File: config.mk
export PLATFORM = sky130hd
export DESIGN_NAME = rrfg_ctrl
export DESIGN_NICKNAME = d
export VERILOG_FILES = /design/src/hw/rtl/rrfg_pkg.sv /design/src/hw/rtl/rrfg_ctrl.sv
export SDC_FILE = /design/constraint.sdc
export NUM_CORES = 1
export LEC_CHECK = 0
export ABC_AREA = 1
export BUFFER_PORTS_ARGS = -buffer_cell sky130_fd_sc_hd__buf_2
export CAP_MARGIN = 40
export CELL_PAD_IN_SITES_DETAIL_PLACEMENT = 1
export CELL_PAD_IN_SITES_GLOBAL_PLACEMENT = 2
export CORE_MARGIN = 1
export CORE_UTILIZATION = 22
export CTS_BUF_LIST = sky130_fd_sc_hd__clkbuf_4
export DETAILED_ROUTE_END_ITERATION = 10
export PLACE_DENSITY = 0.77
export SLEW_MARGIN = 20
export SYNTH_ARGS = -nofsm -noshare
export SYNTH_HDL_FRONTEND = slang
export SYNTH_SLANG_ARGS = --single-unit
export TNS_END_PERCENT = 50
File: constraint.sdc
create_clock -name aclk -period 0.8 [get_ports aclk]
set_input_delay 0.04 -clock aclk [delete_from_list [all_inputs] [get_ports aclk]]
set_output_delay 0.04 -clock aclk [all_outputs]
set_load 0.02 [all_outputs]
File: src/hw/rtl/rrfg_pkg.sv
// Shared types and constants for the repeat request flood guard.
// No dependencies; imported by rrfg_ctrl, rrfg_dp and the top level.
`default_nettype none

package rrfg_pkg;

    // Table geometry
    localparam int PEER_SLOTS      = 256;
    localparam int SLOT_W          = $clog2(PEER_SLOTS);
    localparam int PEER_IDX_W      = 8;
    localparam int MAX_STORED_HITS = 7;
    localparam int CNT_W           = $clog2(MAX_STORED_HITS + 1);
    localparam int LIM_W           = 5;

    // Field widths
    localparam int TIME_W     = 48;
    localparam int FP_W       = 64;
    localparam int MAXID_W    = 4;
    localparam int CFG_DATA_W = 32;
    localparam int CFG_IDX_W  = 2;

    // Register reset values
    localparam logic [MAXID_W-1:0]    MAX_IDENTICAL_RST = MAXID_W'(5);
    localparam logic [CFG_DATA_W-1:0] WINDOW_MS_RST     = CFG_DATA_W'(15 * 1000);
    localparam logic [CFG_DATA_W-1:0] BAN_MS_RST        = CFG_DATA_W'(10 * 60 * 1000);

    // Config register indexes; writes to the spare index are dropped
    typedef enum logic [CFG_IDX_W-1:0] {
        CFG_MAX_IDENTICAL = 2'd0,
        CFG_WINDOW_MS     = 2'd1,
        CFG_BAN_MS        = 2'd2,
        CFG_SPARE         = 2'd3
    } cfg_idx_t;

    typedef logic [TIME_W-1:0] ms_t;

    // One peer slot as stored in the record memory
    typedef struct packed {
        logic [FP_W-1:0]                 fp;
        ms_t                             ban_until;
        logic [CNT_W-1:0]                hit_count;
        ms_t [MAX_STORED_HITS-1:0]       hit_times;
    } slot_rec_t;

    localparam int REC_W = $bits(slot_rec_t);

    // Commands from the controller to the datapath
    typedef struct packed {
        logic accept;   // capture input word, launch record read
        logic eval;     // window compares and ban check on the read record
        logic commit;   // write back record, form result
        logic push;     // move result into the output register
    } ctrl_cmd_t;

endpackage

`default_nettype wire

File: src/hw/rtl/rrfg_ctrl.sv
// Sequencing state machine for the flood guard: accept, evaluate, commit, push.
// Depends on rrfg_pkg.
`default_nettype none

module rrfg_ctrl (
    input  wire logic               aclk,
    input  wire logic               aresetn,
    input  wire logic               s_valid,
    input  wire logic               s_peer_valid,
    output logic                    s_ready,
    output logic                    m_valid,
    input  wire logic               m_ready,
    output rrfg_pkg::ctrl_cmd_t     cmd
);

    import rrfg_pkg::*;

    typedef enum logic [3:0] {
        ST_IDLE   = 4'b0001,
        ST_EVAL   = 4'b0010,
        ST_COMMIT = 4'b0100,
        ST_DONE   = 4'b1000
    } ctrl_state_t;

    ctrl_state_t state_reg, state_next;
    logic        m_valid_reg, m_valid_next;
    logic        out_free;

    assign out_free = !m_valid_reg || m_ready;
    assign s_ready  = (state_reg == ST_IDLE);
    assign m_valid  = m_valid_reg;

    always_comb begin
        state_next = state_reg;
        cmd        = '0;
        unique case (state_reg)
            ST_IDLE: begin
                if (s_valid) begin
                    cmd.accept = 1'b1;
                    state_next = s_peer_valid ? ST_EVAL : ST_DONE;
                end
            end
            ST_EVAL: begin
                cmd.eval   = 1'b1;
                state_next = ST_COMMIT;
            end
            ST_COMMIT: begin
                cmd.commit = 1'b1;
                state_next = ST_DONE;
            end
            ST_DONE: begin
                if (out_free) begin
                    cmd.push   = 1'b1;
                    state_next = ST_IDLE;
                end
            end
            default: begin
                state_next = ST_IDLE;
            end
        endcase
    end

    always_comb begin
        m_valid_next = m_valid_reg;
        if (cmd.push) begin
            m_valid_next = 1'b1;
        end else if (m_ready) begin
            m_valid_next = 1'b0;
        end
    end

    always_ff @(posedge aclk) begin
        if (!aresetn) begin
            state_reg   <= ST_IDLE;
            m_valid_reg <= 1'b0;
        end else begin
            state_reg   <= state_next;
            m_valid_reg <= m_valid_next;
        end
    end

endmodule

`default_nettype wire

# After elaboration in Yosys (flattened, before gate mapping)
# Index checks and enable logic that the tools add are counted.
# Widths: inputs -> output; s select.
[classes]
n_eq_ne = 6
muxes = 12
n_reduce_logical = 4
[op_table]
columns = ["cell", "n"]
rows = [
  ["$pmux 4 s4", 1],
  ["$mux 4", 3],
  ["$mux 1", 8],
  ["$eq 4x1->1 const B", 1],
  ["$eq 4x2->1 const B", 1],
  ["$eq 4x3->1 const B", 1],
  ["$eq 4x4->1 const B", 1],
  ["$ne 2x2->1 const B", 2],
  ["$reduce_and 2->1", 1],
  ["$reduce_bool 2->1", 1],
  ["$logic_not 1->1", 1],
  ["$logic_or 1x1->1", 1],
]
[totals]
reg_bits = 5
in_bits = 5
out_inout_bits = 6

# Longest topological paths before layout
# Gate-level depths: netlist of run 1.
[depth]
depth_word = 5
ltp_mapped = 7
ltp_nobuf = 7

# Worst setup path before layout of run 1
# Ideal clock, no wire load.
[synth_path]
kind = "register -> register"
startpoint = "reg m_valid_reg (netlist: m_valid)"
endpoint = "reg state_reg[0]"
arrival_ns = 0.876
required_time_ns = 0.688
path_slack_ns = -0.188
path_stages_with_launch = 8
synth_period_minus_slack_ns = 0.988
path_cell_list = "dfxtp_1 -> inv_1 -> nor2_2 -> nand3_1 -> nand2_1 -> inv_1 -> nand2_1 -> nand2_1"
[synth_via]
elab_chain_len = 4
[synth_lines]
columns = ["element", "line", "text"]
rows = [
  ["start, declared", "rrfg_ctrl.sv:26", "logic m_valid_reg, m_valid_next;"],
  ["start signal, assigned", "rrfg_ctrl.sv:78", "m_valid_reg <= m_valid_next;"],
  ["$logic_not 1->1", "rrfg_ctrl.sv:29", "assign out_free = !m_valid_reg || m_ready;"],
  ["$logic_or 1x1->1", "rrfg_ctrl.sv:29", ""],
  ["$ne 2x2->1 (no source line)", "--", ""],
  ["$reduce_and 2->1 (no source line)", "--", ""],
  ["end signal, assigned", "rrfg_ctrl.sv:77", "state_reg <= state_next;"],
  ["end, declared", "rrfg_ctrl.sv:25", "ctrl_state_t state_reg, state_next;"],
]
# No other way between the ends.
# A chain may end at the register's enable or synchronous reset.

==> impl_metrics.yaml, run 1 <==
clocking:
  cts.path.max_buffers: 2
  path_clk_slew_ns: 0.05
  numCtsBuffers: 3
  clock_latency_ns: 0.25
  cts_tree: "yes"
  cts_num_sinks: 5
  ctsHoldBuffers: 0
  root_buffer: "clkbuf_4"
  h-tree-depth: 1
outcome:
  status: "complete, but fails checks"
  violations: "negative setup slack"
flow_run:
  drv_cap: 0
place:
  place_hpwl_um: 618
  place_area_um2: 409.1
  place_congestion: 0.7401
  io_buffers: 10
detailed_routing:
  vias: 337
  totalWireLength_um: 853
  postRouteAntennaNets: 0
  drtPass1Iterations: 4
  drc: 0
  avgViaCountPerCell: 4.110
  drt_iter0_markers: 4
  wl_per_cell_um: 10.40
die:
  initial_core_util: 0.2374
  fp.dieW_um: 39.71
  io_pins: 11
  design.core.area_um2: 1318
  dieArea_um2: 1576
  std_cell_rows: 13
  die_y_um: 39.71
yosys:
  netlist_area_um2: 312.8
  syn_nets: 53
  synth_cell_types: 12
  yosys_register_bits: 5
  netlist_instances: 48
  synth_top_area_cell: "dfxtp_1"
  avgSynthCellArea_um2: 6.517
  yosys_warnings: 0
  yosysSeqAreaShare: 0.3200
  synthTopCellsByArea: "dfxtp_1 32%, nor2_2 14%, inv_1 12%"
  synth_top_area_frac: 0.3200
timing:
  fin_crit_sh: 1.394
  finalSetupViolations: 10
  finalHoldViolCount: 0
  fmax_ghz: 0.8970
  fin_crit_ns: 1.115
  slew_viol_final: 0
  fin_skew_ns: 0.01047
  tightest_slew_ns: 0.1825
  slew_headroom: 0.8782
  rsz0062_at_grt: "yes"
  setup_ws_ns: -0.3149
power_and_ir_drop:
  peakVddDrop_mv: 0.8776
  total_power_w: 0.001093
  p_leak_nw: 0.2773
  p_per_area_nw_per_um2: 1995
final_layout:
  fill_cells: 166
  largest_reg_flops: 4
  finalInstanceArea_um2: 548.0
  area_growth_pct: 75.20
  diodes: 0
  finalNetCount: 73
  drive_gt1_frac: 0.7313
worst_setup_path:
  reg2reg_slack_ns: -0.30
  cp_max_fo: 3
  start_kind: "flip-flop"
  cp.arrival_ns: 1.07
  critPathRequiredTime_ns: 0.76
  worstSetupEndpointType: "output port"
  crit_type: "flip-flop to output port"
worst_hold_path:
  min_path_type: "primary input to flip-flop"
grt:
  grt_max_degree: 4
  grt_use_total: 0.1571
  gr-total-overflow: 0
  antenna_found_initial: 0
  grt_first_pass_wirelength_um: 1518
  grt_pass1_vias: 372
-- cell usage after synthesis, drive strengths merged --
| cell type | n |
|---|---|
| dfxtp | 5 |
| nand3 | 3 |
| inv | 13 |
| nand2 | 10 |
| nor4 | 1 |
| nor2 | 15 |
| buf | 1 |
-- where the power goes --
| part | leakage, nW | switching [W] | internal (W) | total [W] |
|---|---|---|---|---|
| Sequential | 0.0440 | 0.0000337 | 0.000275 | 0.000308 |
| Clock | 0.0184 | 0.000117 | 0.000223 | 0.000340 |
| Combinational | 0.215 | 0.000234 | 0.000212 | 0.000445 |
| Total | 0.277 | 0.000384 | 0.000709 | 0.00109 |
-- cells by family (layout without fill, tap and decap cells) --
| family | after synthesis | in the layout | synth area share |
|---|---|---|---|
| simple gates | 29 | 29 | 0.5000 |
| flops | 5 | 5 | 0.3200 |
| buf+inv | 14 | 33 | 0.1800 |
-- cell type report --
type / count / area (um2) / share of cell area
clock buffers: 4 / 30.03 / 0.05479
multi-input cells: 29 / 196.4 / 0.3584
well taps: 15 / 18.77 / 0.03425
repair buffers: 16 / 132.6 / 0.2420
inverters: 13 / 51.30 / 0.09361
flip-flops and latches: 5 / 118.9 / 0.2169
-- worst paths after layout --
kind	startpoint	to	depth (start not counted)
min reg2reg	m_valid	m_valid	4
max	state_reg[3]	cmd[3]	4
max reg2reg	state_reg[3]	state_reg[0]	7
min	s_peer_valid	state_reg[1]	3
-- what timing repair did --
item | CTS | global route
endpoints found under the setup margin | 10 | 11
resized for setup | 14 | 13
pin swaps | 3 | 2
setup buffers | 5 | 0
gates cloned | 0 | 0
-- layout by cell type, fill, tap and decap left out --
master    n
nand2_2   3
dfxtp_4   5
inv_1     5
buf_2     4
buf_4     6
nand3_1   2
nor4_2    1
nor2_2    4
buf_6     6
nor2_4    6
nand2_4   1
nor2_1    5
inv_2     7
clkbuf_4  4
nand3_2   1
inv_4     1
nand2_1   6
-- critical path: stages (launching register included) --
cell and delay (ns):
dfxtp_4 0.36, nor2_4 0.17, nand2_4 0.09, nor2_4 0.09
buf_6 0.11
-- through the flow --
stage	util	hold WS, ns	TNS, ns	setup WS, ns	cells
2_1_floorplan	-	0.1845	-0.2171	-0.09687	48
3_3_place_gp	0.3105	0.3073	-0.8074	-0.1688	73
3_5_place_dp	0.3105	0.3060	-0.9062	-0.1643	73
4_1_cts	0.3884	0.04581	-2.129	-0.3242	82
5_1_grt	0.4160	0.05438	-3.043	-0.3910	82
6_report	0.4160	0.04640	-2.309	-0.3149	82
-- layer usage --
layer	vias up	track usage	share of wire
met3	2	0.03409	0.041
met4	0	0.1293	0.023
li1	174	-	-
met5	-	0	0
met1	149	0.1582	0.40
met2	12	0.2705	0.53
Note: power is estimated with default switching activity, not from simulation.
==> run 2, diff against run 1 <==
==> constraint.sdc (replaced) <==
create_clock -name aclk -period 0.8 [get_ports aclk]
set_input_delay 0.08 -clock aclk [delete_from_list [all_inputs] [get_ports aclk]]
set_output_delay 0.08 -clock aclk [all_outputs]
set_load 0.02 [all_outputs]
==> impl_metrics.yaml, run 2 (same netlist as run 1, synthesis figures left out) <==
outcome:
  status: "complete, but fails checks"
  violations: "negative setup slack"
power_and_ir_drop:
  seq_power_share: 0.276
  p_int_w: 0.0007404
  p_leak_nw: 0.2796
  power_frac_comb: 0.431
  peakVddDrop_mv: 0.7523
  p_switching_w: 0.0003876
  p_sw_frac: 0.3436
  total_power_w: 0.001128
  pwr-share-clk: 0.293
  p_per_area_nw_per_um2: 2012
final_layout:
  multi_input_area_um2: 201.4
  finalInstanceArea_um2: 560.5
  stdcell_count: 82
  fill_cells: 168
  mostFrequentLayoutCells: "8 x inv_2, 8 x buf_6, 6 x nor2_2, 6 x nand2_1"
  area_growth_pct: 79.20
  finalNetCount: 73
  drive_gt1_frac: 0.7612
  ff_latch_area_um2: 118.9
  largest_reg_flops: 4
  diodes: 0
flow_run:
  drv_cap: 0
die:
  fp.dieW_um: 39.71
  design.core.area_um2: 1318
  io_pins: 11
  dieArea_um2: 1576
  die_y_um: 39.71
  initial_core_util: 0.2374
  std_cell_rows: 13
clocking:
  numCtsBuffers: 3
  ctsHoldBuffers: 0
  cts_num_sinks: 5
  root_buffer: "clkbuf_4"
  h-tree-depth: 1
  cts_tree: "yes"
  path_clk_slew_ns: 0.05
  cts.path.max_buffers: 2
  clock_latency_ns: 0.24
detailed_routing:
  postRouteAntennaNets: 0
  vias: 335
  wl_per_cell_um: 9.549
  drtPass1Iterations: 1
  drc: 0
  totalWireLength_um: 783
  drt_iter0_markers: 0
  avgViaCountPerCell: 4.085
timing:
  fmax_ghz: 0.8782
  finalHoldViolCount: 0
  setup_ws_ns: -0.3387
  rsz0062_at_grt: "yes"
  fin_skew_ns: 0.002877
  slew_headroom: 0.8589
  fin_crit_ns: 1.139
  tightest_slew_ns: 0.2114
  slew_viol_final: 0
  fin_crit_sh: 1.423
  finalSetupViolations: 9
grt:
  grtUsageMet3: 0.03977
  use_met2: 0.2295
  gr-total-overflow: 0
  met1_usage: 0.1284
  grt_max_degree: 4
  antenna_found_initial: 0
  grt_pass1_vias: 336
  top_usage_layer: "met2"
  grt_use_total: 0.1362
  grt_first_pass_wirelength_um: 1304
worst_setup_path:
  crit_slowest_cell: "dfxtp_4"
  cp_max_fo: 3
  worstSetupEndpointType: "output port"
  crit_type: "flip-flop to output port"
  cp_slowest_stage_delay_ns: 0.37
  cp_cell_sequence: "inv_2 > nor2_4 > nand2_4 > nor2_4 > buf_6"
  start_kind: "flip-flop"
  critical_path.most_common_cell: "nor2_4"
  critPathRequiredTime_ns: 0.72
  cp.arrival_ns: 1.06
place:
  place_hpwl_um: 590.5
  dp_slack_ns: -0.1782
  place_congestion: 0.7221
  place_inst: 72
  io_buffers: 10
  place_area_um2: 401.6
worst_hold_path:
  min_path_type: "primary input to flip-flop"
run 2: stage by stage:
step	TNS, ns	util	hold WS, ns
2_1_floorplan	-0.2980	-	0.2245
3_5_place_dp	-0.9946	0.3048	0.3544
4_1_cts	-2.347	0.3970	0.08953
3_3_place_gp	-0.9459	0.3048	0.3526
6_report	-2.325	0.4255	0.09042
5_1_grt	-2.951	0.4255	0.09130
run 2: path summary, 6_finish.rpt:
path	start	endpoint	depth (start not counted)	slack [ns]
setup / recovery	state_reg[0]	cmd[3]	5	-0.34
hold / removal	s_peer_valid	state_reg[1]	3	0.09
setup reg to reg	state_reg[0]	state_reg[1]	6	-0.29
hold reg to reg	state_reg[0]	state_reg[2]	3	0.57
run 2: area by class of cell:
type                            instances  share of cell area
Timing Repair Buffer                   16              0.2500
Clock buffer                            4             0.05357
Tap cell                               15             0.03348
Inverter                               13             0.09152
Sequential cell                         5              0.2121
Multi-Input combinational cell         29              0.3594
run 2: power groups by stage:
stage	Clock, W	Combinational [W]	Sequential [W]
5_1_grt	0.000370	0.000526	0.000316
4_1_cts	0.000348	0.000432	0.000308
3_5_place_dp	0	0.000304	0.000309
3_3_place_gp	0	0.000305	0.000308
2_1_floorplan	0	0.000238	0.000306
6_report	0.000331	0.000486	0.000311
run 2: critical path, delay by kind of cell, from the launching register on:
family | cells | cell delay, ns
buffers and inverters | 2 | 0.17
flip-flops | 1 | 0.37
AND/OR/NAND/NOR | 3 | 0.28
run 2: what timing repair did:
| action | CTS | global route |
|---|---|---|
| pin swaps | 5 | 4 |
| resized for setup | 20 | 11 |
| setup buffers | 5 | 1 |
| setup endpoints to repair | 11 | 11 |
run 2: routing by layer:
metal,wire (um),part of all wire,up-vias
met5,0,0,-
met3,34,0.043,2
li1,-,-,174
met4,19,0.024,0
met2,425,0.54,10
met1,304,0.39,149
